==> src/hdl/cuckoo_pkg.sv <==
// Shared constants and helpers for the cuckoo hash insert/lookup unit.
// Holds hash constants, action and status codes and register indexes.
// No dependencies.
`default_nettype none

package cuckoo_pkg;

	// Default number of slots per table
	localparam int DEF_HALF_DEPTH = 1024;

	// Hash multiplier constants and key length
	localparam logic [31:0] MUR_C1  = 32'hab0e9789;
	localparam logic [31:0] MUR_C2  = 32'h38b34ae5;
	localparam logic [31:0] MUR_C3  = 32'h239b961b;
	localparam logic [31:0] FMIX_M1 = 32'h85ebca6b;
	localparam logic [31:0] FMIX_M2 = 32'hc2b2ae35;
	localparam logic [31:0] MUR_LEN = 32'd8;

	// Input actions
	localparam logic [1:0] ACT_CLEAR  = 2'd0;
	localparam logic [1:0] ACT_INSERT = 2'd1;
	localparam logic [1:0] ACT_LOOKUP = 2'd2;

	// Result status codes
	localparam logic [2:0] STS_PLACED    = 3'd0;
	localparam logic [2:0] STS_FAILED    = 3'd1;
	localparam logic [2:0] STS_FOUND_1ST = 3'd2;
	localparam logic [2:0] STS_FOUND_2ND = 3'd3;
	localparam logic [2:0] STS_NOT_FOUND = 3'd4;
	localparam logic [2:0] STS_CLEARED   = 3'd5;

	// Register indexes
	localparam logic [1:0] REG_SEED_FIRST  = 2'd0;
	localparam logic [1:0] REG_SEED_SECOND = 2'd1;
	localparam logic [1:0] REG_EVICT_MAX   = 2'd2;
	localparam logic [1:0] REG_HALF_SIZE   = 2'd3;

	// Register reset values
	localparam logic [7:0]  RST_EVICT_MAX = 8'd100;
	localparam logic [10:0] RST_HALF_SIZE = 11'd1024;

	// Last shift-xor of the hash finalizer
	function automatic logic [31:0] fmix_tail(input logic [31:0] x);
		return x ^ (x >> 16);
	endfunction

endpackage

`default_nettype wire

==> src/hdl/cuckoo_hash.sv <==
// Sequential hash engine: low 64 bits of the 128-bit x86 hash of an 8-byte key.
// One shared 32x32 multiplier, one step per cycle, 12 steps.
// Depends on cuckoo_pkg.
`default_nettype none

module cuckoo_hash import cuckoo_pkg::*; (
	input  wire logic        clk,
	input  wire logic        arst_n,
	input  wire logic        start,
	input  wire logic [63:0] key,
	input  wire logic [31:0] seed,
	output logic             done,
	output logic [63:0]      hash
);

	localparam logic [3:0] SP_HI_A  = 4'd0;
	localparam logic [3:0] SP_HI_B  = 4'd1;
	localparam logic [3:0] SP_LO_A  = 4'd2;
	localparam logic [3:0] SP_LO_B  = 4'd3;
	localparam logic [3:0] SP_MIX   = 4'd4;
	localparam logic [3:0] SP_FA_A  = 4'd5;
	localparam logic [3:0] SP_FA_B  = 4'd6;
	localparam logic [3:0] SP_FB_A  = 4'd7;
	localparam logic [3:0] SP_FB_B  = 4'd8;
	localparam logic [3:0] SP_FC_A  = 4'd9;
	localparam logic [3:0] SP_FC_B  = 4'd10;
	localparam logic [3:0] SP_FINAL = 4'd11;

	logic        busy_q;
	logic        done_q;
	logic [3:0]  step_q;
	logic [63:0] key_q;
	logic [31:0] seed_q;
	logic [31:0] x_q, y_q, a_q, b_q, c_q;
	logic [63:0] hash_q;

	logic [31:0] mul_x, mul_k, prod;
	logic [31:0] a0, b0, c0, a1, b1, c1;
	logic [31:0] fa, fb, fc, a2, b2;

	// Select multiplier operands for the current step
	always_comb begin
		mul_x = '0;
		mul_k = '0;
		case (step_q)
			SP_HI_A: begin mul_x = key_q[63:32];              mul_k = MUR_C1;  end
			SP_HI_B: begin mul_x = {x_q[15:0], x_q[31:16]};   mul_k = MUR_C2;  end
			SP_LO_A: begin mul_x = key_q[31:0];               mul_k = MUR_C3;  end
			SP_LO_B: begin mul_x = {y_q[16:0], y_q[31:17]};   mul_k = MUR_C1;  end
			SP_FA_A: begin mul_x = a_q ^ (a_q >> 16);         mul_k = FMIX_M1; end
			SP_FA_B: begin mul_x = a_q ^ (a_q >> 13);         mul_k = FMIX_M2; end
			SP_FB_A: begin mul_x = b_q ^ (b_q >> 16);         mul_k = FMIX_M1; end
			SP_FB_B: begin mul_x = b_q ^ (b_q >> 13);         mul_k = FMIX_M2; end
			SP_FC_A: begin mul_x = c_q ^ (c_q >> 16);         mul_k = FMIX_M1; end
			SP_FC_B: begin mul_x = c_q ^ (c_q >> 13);         mul_k = FMIX_M2; end
			default: begin mul_x = '0;                        mul_k = '0;      end
		endcase
	end

	assign prod = mul_x * mul_k;

	// Combine the key words into the four lanes (lanes c and d stay equal)
	always_comb begin
		a0 = seed_q ^ y_q ^ MUR_LEN;
		b0 = seed_q ^ x_q ^ MUR_LEN;
		c0 = seed_q ^ MUR_LEN;
		a1 = a0 + b0 + c0 + c0;
		b1 = b0 + a1;
		c1 = c0 + a1;
		fa = fmix_tail(a_q);
		fb = fmix_tail(b_q);
		fc = fmix_tail(c_q);
		a2 = fa + fb + fc + fc;
		b2 = fb + a2;
	end

	// Step sequencer
	always_ff @(posedge clk or negedge arst_n) begin
		if (!arst_n) begin
			busy_q <= 1'b0;
			done_q <= 1'b0;
			step_q <= SP_HI_A;
		end else begin
			done_q <= 1'b0;
			if (start) begin
				busy_q <= 1'b1;
				step_q <= SP_HI_A;
			end else if (busy_q) begin
				if (step_q == SP_FINAL) begin
					busy_q <= 1'b0;
					done_q <= 1'b1;
				end
				step_q <= step_q + 4'd1;
			end
		end
	end

	// Lane registers
	always_ff @(posedge clk) begin
		if (start) begin
			key_q  <= key;
			seed_q <= seed;
		end else if (busy_q) begin
			case (step_q)
				SP_HI_A, SP_HI_B: x_q <= prod;
				SP_LO_A, SP_LO_B: y_q <= prod;
				SP_MIX: begin
					a_q <= a1;
					b_q <= b1;
					c_q <= c1;
				end
				SP_FA_A, SP_FA_B: a_q <= prod;
				SP_FB_A, SP_FB_B: b_q <= prod;
				SP_FC_A, SP_FC_B: c_q <= prod;
				SP_FINAL: hash_q <= {b2, a2};
				default: ;
			endcase
		end
	end

	assign done = done_q;
	assign hash = hash_q;

endmodule

`default_nettype wire

==> src/hdl/cuckoo_mod.sv <==
// Bit-serial remainder of a 64-bit value by a small modulus, one bit per cycle.
// Depends on cuckoo_pkg only through the shared import convention.
`default_nettype none

module cuckoo_mod import cuckoo_pkg::*; #(
	parameter int HW = 11
) (
	input  wire logic          clk,
	input  wire logic          arst_n,
	input  wire logic          start,
	input  wire logic [63:0]   num,
	input  wire logic [HW-1:0] den,
	output logic               done,
	output logic [HW-1:0]      rem
);

	logic          busy_q;
	logic          done_q;
	logic [5:0]    cnt_q;
	logic [63:0]   num_q;
	logic [HW-1:0] den_q;
	logic [HW-1:0] rem_q;
	logic [HW:0]   trial;
	logic [HW:0]   trial_sub;

	// Shift in the next dividend bit and subtract once if it fits
	always_comb begin
		trial     = {rem_q, num_q[63]};
		trial_sub = trial - {1'b0, den_q};
	end

	always_ff @(posedge clk or negedge arst_n) begin
		if (!arst_n) begin
			busy_q <= 1'b0;
			done_q <= 1'b0;
			cnt_q  <= '0;
		end else begin
			done_q <= 1'b0;
			if (start) begin
				busy_q <= 1'b1;
				cnt_q  <= '0;
			end else if (busy_q) begin
				cnt_q <= cnt_q + 6'd1;
				if (cnt_q == 6'd63) begin
					busy_q <= 1'b0;
					done_q <= 1'b1;
				end
			end
		end
	end

	always_ff @(posedge clk) begin
		if (start) begin
			num_q <= num;
			den_q <= den;
			rem_q <= '0;
		end else if (busy_q) begin
			num_q <= num_q << 1;
			if (trial >= {1'b0, den_q})
				rem_q <= trial_sub[HW-1:0];
			else
				rem_q <= trial[HW-1:0];
		end
	end

	assign done = done_q;
	assign rem  = rem_q;

endmodule

`default_nettype wire

==> src/hdl/cuckoo_index.sv <==
// Slot index unit: hash of a key with a seed, reduced modulo the table half size.
// Chains cuckoo_hash and cuckoo_mod.
// Depends on cuckoo_pkg, cuckoo_hash, cuckoo_mod.
`default_nettype none

module cuckoo_index import cuckoo_pkg::*; #(
	parameter int HW = 11
) (
	input  wire logic          clk,
	input  wire logic          arst_n,
	input  wire logic          start,
	input  wire logic [63:0]   key,
	input  wire logic [31:0]   seed,
	input  wire logic [HW-1:0] half,
	output logic               done,
	output logic [HW-1:0]      idx
);

	logic        hash_done;
	logic [63:0] hash_val;

	// Hash first, then reduce
	cuckoo_hash u_hash (
		.clk    (clk),
		.arst_n (arst_n),
		.start  (start),
		.key    (key),
		.seed   (seed),
		.done   (hash_done),
		.hash   (hash_val)
	);

	cuckoo_mod #(.HW(HW)) u_mod (
		.clk    (clk),
		.arst_n (arst_n),
		.start  (hash_done),
		.num    (hash_val),
		.den    (half),
		.done   (done),
		.rem    (idx)
	);

endmodule

`default_nettype wire
==> config.mk <==
export PLATFORM = sky130hd
export DESIGN_NAME = cuckoo_index
export DESIGN_NICKNAME = d
export VERILOG_FILES = /design/src/hdl/cuckoo_pkg.sv /design/src/hdl/cuckoo_hash.sv /design/src/hdl/cuckoo_mod.sv /design/src/hdl/cuckoo_index.sv
export SDC_FILE = /design/constraint.sdc
export NUM_CORES = 2
export LEC_CHECK = 0
export BUFFER_PORTS_ARGS = -buffer_cell sky130_fd_sc_hd__buf_2
export CELL_PAD_IN_SITES_DETAIL_PLACEMENT = 2
export CELL_PAD_IN_SITES_GLOBAL_PLACEMENT = 2
export CORE_MARGIN = 3
export CORE_UTILIZATION = 25
export DETAILED_ROUTE_END_ITERATION = 7
export MAX_ROUTING_LAYER = met4
export PLACE_DENSITY_LB_ADDON = 0.1
export SETUP_SLACK_MARGIN = 0.02
export SYNTH_ARGS = -nofsm -noshare
export SYNTH_HDL_FRONTEND = slang
export SYNTH_SLANG_ARGS = --single-unit
==> constraint.sdc <==
create_clock -name clk -period 9.4 [get_ports clk]
set_clock_uncertainty 0.2 [all_clocks]
set_input_delay 0 -clock clk [delete_from_list [all_inputs] [get_ports clk]]
set_output_delay 0 -clock clk [all_outputs]
set_load 0.1 [all_outputs]
**Word level (Yosys, flattened, before mapping)**

Cells that the tools add are included.

- Bits in registers: 420
- Input bits: 110

- Add/sub/neg operators: 12
- Reduce and logical (&&, ||, !) cells: 20
- Equality and inequality tests: 12
- Bitwise operators: 12
- $mul: 1
- Order comparisons: 1
- Muxes and demuxes: 24

Operator list:

| cell | count |
|---|---|
| 32-bit one-hot mux with 10 select lines | 1 |
| 32-bit adder | 9 |
| 32-bit one-hot mux with 2 select lines | 3 |
| 32-bit one-hot mux with 5 select lines | 1 |
| 64-bit 2-to-1 mux | 2 |
| 32-bit by 16-bit XOR with 32-bit output | 3 |
| 32-bit by 19-bit XOR with 32-bit output | 3 |
| 32-bit XOR | 2 |
| 32-bit by 32-bit multiplier with 32-bit output | 1 |
| 3-bit AND reduction | 6 |
| 4-bit by 3-bit == test with 1-bit output (second input constant) | 4 |
| 4-bit == test (second input constant) | 4 |
| 12-bit by 11-bit greater-or-equal comparator with 1-bit output | 1 |
| 1-bit 2-to-1 mux | 12 |
| 6-bit 2-to-1 mux | 2 |
| 2-bit OR reduction | 6 |
| 11-bit 2-to-1 mux | 1 |
| 11-bit subtractor | 1 |
| 2-bit nonzero test | 5 |
| 4-bit by 2-bit == test with 1-bit output (second input constant) | 2 |
| 4-bit 2-to-1 mux | 2 |
| 6-bit by 1-bit adder with 6-bit output (second input constant) | 1 |
| 6-bit == test (second input constant) | 1 |
| 3-bit OR reduction | 2 |
| other kinds (4) | 7 |

**Depth between registers and ports, before layout**

- Depth after elaboration: 7
- Mapped depth: 40
- Gate-level depth less buffers: 35

**By module**

From an unflattened synthesis, not the netlist that was laid out.

- Cells, all modules: 4220
- Area total of the unflattened synthesis: 42807.3 µm²

Modules (own cells, without submodules):

| module | cells each | instances | seq. area each (µm²) | area an instance (µm²) |
|---|---|---|---|---|
| cuckoo_hash | 3901 | 1 | 9759.4 | 38420.6 |
| cuckoo_mod | 319 | 1 | 2672.6 | 4386.7 |

**Worst setup path before layout**

Ideal clock, no wire load.

- Kind: register -> register
- Start: reg u_hash.step_q[1]
- End: reg u_hash.a_q[31] (data pin)
- Required time: 8930 ps
- Cell stages (with the launch flop): 33
- Buffers on the path: 5
- Arrival time: 8835 ps
- Clock period less this slack: 9305 ps
- Path slack: 95 ps
- Cell sequence: dfrtp_1 -> inv_1 -> ha_1 -> buf_6 -> clkbuf_1 -> buf_2 -> buf_1 -> clkbuf_1 -> a222oi_1 -> o221ai_1 -> a211oi_1 -> inv_1 -> nand2_1 -> fa_1 -> inv_1 -> fa_1 -> fa_1 -> inv_1 -> fa_1 -> fa_1 -> fa_1 -> fa_1 -> fa_1 -> xnor2_1 -> xnor2_1 -> xnor2_1 -> xnor3_1 -> xor3_1 -> xnor3_2 -> xnor3_1 -> xnor3_1 -> xor2_1 -> a21oi_1

- Longest elaborated chain between the ends: 5
- Elaborated cells between the ends (all ways): 19

Ends and longest elaborated chain:

| item | RTL line | source |
|---|---|---|
| start: declaration | cuckoo_hash.sv:31 | `logic [3:0] step_q;` |
| start signal: assignment | cuckoo_hash.sv:93 | `step_q <= step_q + 4'd1;` |
| 4-bit by 3-bit == test with 1-bit output (tied with other cells) | cuckoo_hash.sv:45, cuckoo_hash.sv:104 |  |
| 3-bit OR reduction (no line) or 2-bit OR reduction (tied branches) | n/a |  |
| 32-bit one-hot mux with 5 select lines | cuckoo_hash.sv:45 | `case (step_q)` |
| 32-bit by 32-bit multiplier with 32-bit output | cuckoo_hash.sv:60 | `assign prod = mul_x * mul_k;` |
| 32-bit one-hot mux with 2 select lines (*) | cuckoo_hash.sv:104 | `case (step_q)` |
| end signal: assignment | cuckoo_hash.sv:112 | `SP_FA_A, SP_FA_B: a_q <= prod;` |
| end: declaration | cuckoo_hash.sv:34 | `logic [31:0] x_q, y_q, a_q, b_q, c_q;` |

Every way passes the cells marked *; elsewhere a longest branch is shown, timed or not.
A chain may end at the register's enable or synchronous reset.

**Final worst setup path**

- Start: reg u_hash.step_q[0]
- End: reg u_hash.b_q[31] (data pin)

- Longest elaborated chain between the ends: 5
- Elaborated cells between the ends (all ways): 19

Ends and longest elaborated chain:

| item | RTL line | source |
|---|---|---|
| 4-bit by 3-bit == test with 1-bit output (tied with other cells) | cuckoo_hash.sv:45 |  |
| 3-bit OR reduction (no line) or 2-bit OR reduction (tied branches) | n/a |  |
| 32-bit one-hot mux with 5 select lines | cuckoo_hash.sv:45 |  |
| 32-bit by 32-bit multiplier with 32-bit output | cuckoo_hash.sv:60 |  |
| 32-bit one-hot mux with 2 select lines (*) | cuckoo_hash.sv:104 |  |
| end signal: assignment | cuckoo_hash.sv:113 | `SP_FB_A, SP_FB_B: b_q <= prod;` |
| end: declaration | cuckoo_hash.sv:34 |  |

Marks and branches as above.

==> impl_metrics.json <==
{
  "status": "finished, violations left",
  "violations": "design-rule violations",
  "syn-cell-area_mm2": 0.0422,
  "dp_cells": 6840,
  "critPathRequiredTime_ns": 9.61,
  "place_hpwl_mm": 175,
  "cp_num_buf_inv": 10,
  "tightest_slew_ns": 1.18,
  "fin_cells": 7186,
  "nNetsFinal": 5815,
  "routed_wl_mm": 211,
  "crit_path_max_fanout": 6,
  "synthFlopType": "edfxtp_1",
  "clk_latency_ns": 0.69,
  "start_util": 0.252,
  "end_kind": "flip-flop",
  "finalHoldViolCount": 0,
  "detail-route-antenna-nets": 0,
  "final_layout_size_suffix_gt1_frac": 0.209,
  "cts_buffer_depth": 3,
  "vias_per_cell": 4.88,
  "antenna_found_initial": 7,
  "fmax_mhz": 109,
  "worstSetupStartpointType": "flip-flop",
  "clkTransAtPathRegs_ns": 0.07,
  "crit_family": "adder cells",
  "drc": 2,
  "die_w_um": 417,
  "track_usage": 0.250,
  "cpMaxStageDelayCell": "fa_1",
  "core_mm2": 0.168,
  "h-tree-depth": 2,
  "cts_tree": "done",
  "firstDrtPassIters": 8,
  "placementRows": 150,
  "cts.sinks": 420,
  "finalCriticalPeriod_ns": 9.18,
  "max-slew-margin-rel": 0.212,
  "max_stage_delay_ns": 0.61,
  "synth_seq_cells": 420,
  "synth.distinct_cells": 95,
  "drv_cap": 0,
  "hold_class": "input port to flip-flop",
  "drtIter0Drc": 2265,
  "hp-start": "start",
  "ios": 122,
  "grt_pass1_vias": 38731,
  "die_h_um": 417,
  "n_antenna_cell": 0,
  "wl_per_cell_um": 29.4,
  "cts_buffers": 55,
  "place.gp.congestion": 0.909,
  "final_cell_mix": "inv_1, buf_4, fa_1",
  "register_area_mm2": 0.0124,
  "synth_edf_count": 395,
  "finalSetupViolCount": 0,
  "drv_slew": 0,
  "rr_startpoint": "u_hash.step_q[0]",
  "multi_input_area_mm2": 0.0278,
  "cp.arrival_ns": 9.39,
  "worstSetupPathType": "flip-flop to flip-flop",
  "ys_async_sr_fraction": 0.0333,
  "synth_fp_nets": 4986,
  "numPortBuffers": 121,
  "ys_seq_area_frac": 0.294,
  "syn-instance-count": 4108,
  "syn_to_final_growth_pct": 29.5,
  "cts-root-buf": "clkbuf_16",
  "layout_commonest_cell": "inv_1",
  "die_area_mm2": 0.174,
  "period_share": 0.976,
  "grt_max_degree": 65,
  "overflow": 0,
  "vias": 35036,
  "rrSetupSlack_ns": 0.22,
  "filler_cell_count": 18205,
  "cp-startpoint": "u_hash.step_q[0]",
  "yosys_warnings": 0,
  "grt_pass1_wl_mm": 301,
  "rsz0062_at_grt": "true",
  "avgSynthCellArea_um2": 10.3
}
[through the flow]
step	setup TNS (ns)	instance area (um^2)	setup slack (ns)	utilization	hold slack, ns
6_report	0	54700	0.221	0.326	0.179
5_1_grt	-0.148	54700	-0.0448	0.326	0.182
4_1_cts	0	54200	0.0213	0.323	0.107
3_5_place_dp	-6.98	49700	-0.376	0.296	-0.196
3_3_place_gp	-3.02	49700	-0.316	0.296	-0.192
2_1_floorplan	0	42200	0.0951	-	-0.496
[layer usage]
metal / share of wire / wire, um / track usage
met5: 0 / 0 / -
met4: 0.026 / 5450 / 0.0505
met3: 0.042 / 8850 / 0.0298
met2: 0.46 / 97000 / 0.396
met1: 0.47 / 99700 / 0.344
[worst register-to-register path, delay by kind of cell (launching register included)]
family          cells  cell delay, ns
compound gates     10            2.02
xor+xnor            1            0.16
fa+ha+maj          10            4.13
buf+inv            10            1.36
flops               1            0.42
mux                 1            0.07
simple gates        3            0.54
[cell families after synthesis]
group,synth area share
AND/OR/NAND/NOR,0.103
AO/OA/AOI/OAI,0.126
adder cells (fa/ha/maj),0.312
buffers and inverters,0.0660
flip-flops,0.294
XOR/XNOR,0.0768
multiplexers,0.0225
[final cells by class]
| cell class | instances | share of cell area |
|---|---|---|
| Clock buffer | 66 | 0.0263 |
| Sequential cell | 420 | 0.227 |
| Timing Repair Buffer | 915 | 0.139 |
| Inverter | 570 | 0.0392 |
| Tap cell | 2204 | 0.0504 |
| Clock inverter | 36 | 0.00842 |
| Multi-Input combinational cell | 2975 | 0.509 |
[final timing paths]
path                                      to  depth (start not counted)
min reg2reg                     u_mod.rem[6]                          2
min                        u_hash.seed_q[22]                          2
max in group asynchronous        u_hash.done                          3
max reg2reg                   u_hash.b_q[31]                         35
min in group asynchronous   u_hash.step_q[3]                          3
max                           u_hash.b_q[31]                         35
[synthesized netlist by cell type, types with 30 or more instances]
| cell type | count | share of area |
|---|---|---|
| a211oi_1 | 35 | 0.0062 |
| a21o_1 | 87 | 0.015 |
| a21oi_1 | 213 | 0.025 |
| a22oi_1 | 32 | 0.0057 |
| clkbuf_1 | 92 | 0.0082 |
| edfxtp_1 | 395 | 0.28 |
| fa_1 | 473 | 0.22 |
| ha_1 | 295 | 0.087 |
| inv_1 | 563 | 0.050 |
| mux2_2 | 71 | 0.019 |
| nand2_1 | 311 | 0.028 |
| nand2b_1 | 31 | 0.0046 |
| nor2_1 | 379 | 0.034 |
| nor3_1 | 43 | 0.0051 |
| o21a_1 | 30 | 0.0053 |
| o21ai_0 | 151 | 0.018 |
| xnor2_1 | 168 | 0.035 |
| xor2_1 | 189 | 0.039 |
[repair_timing]
item | in CTS | in global routing
endpoints found under the setup margin | 63 | 67
setup buffers | 11 | 16
endpoints found under the hold margin | 159 | 0
pin swaps | 32 | 79
hold buffers | 217 | 0
resized for setup | 70 | 101
[registers in the layout, summed over array words and instances, names as in the netlist]
signal,cells
u_hash.step_q,4
u_hash.a_q,32
u_hash.b_q,32
u_hash.hash,64
u_mod.rem,11
u_hash.y_q,32
u_mod.done,1
u_mod.cnt_q,6
u_hash.x_q,32
u_mod.num_q,64
u_hash.seed_q,32
u_hash.c_q,32
u_hash.done,1
u_hash.key_q,64
u_hash.busy_q,1
u_mod.den_q,11
u_mod.busy_q,1
Power is left out: the tool's default activity adds up to more than one toggle a clock period on the data nets, which glitch-free logic cannot reach.
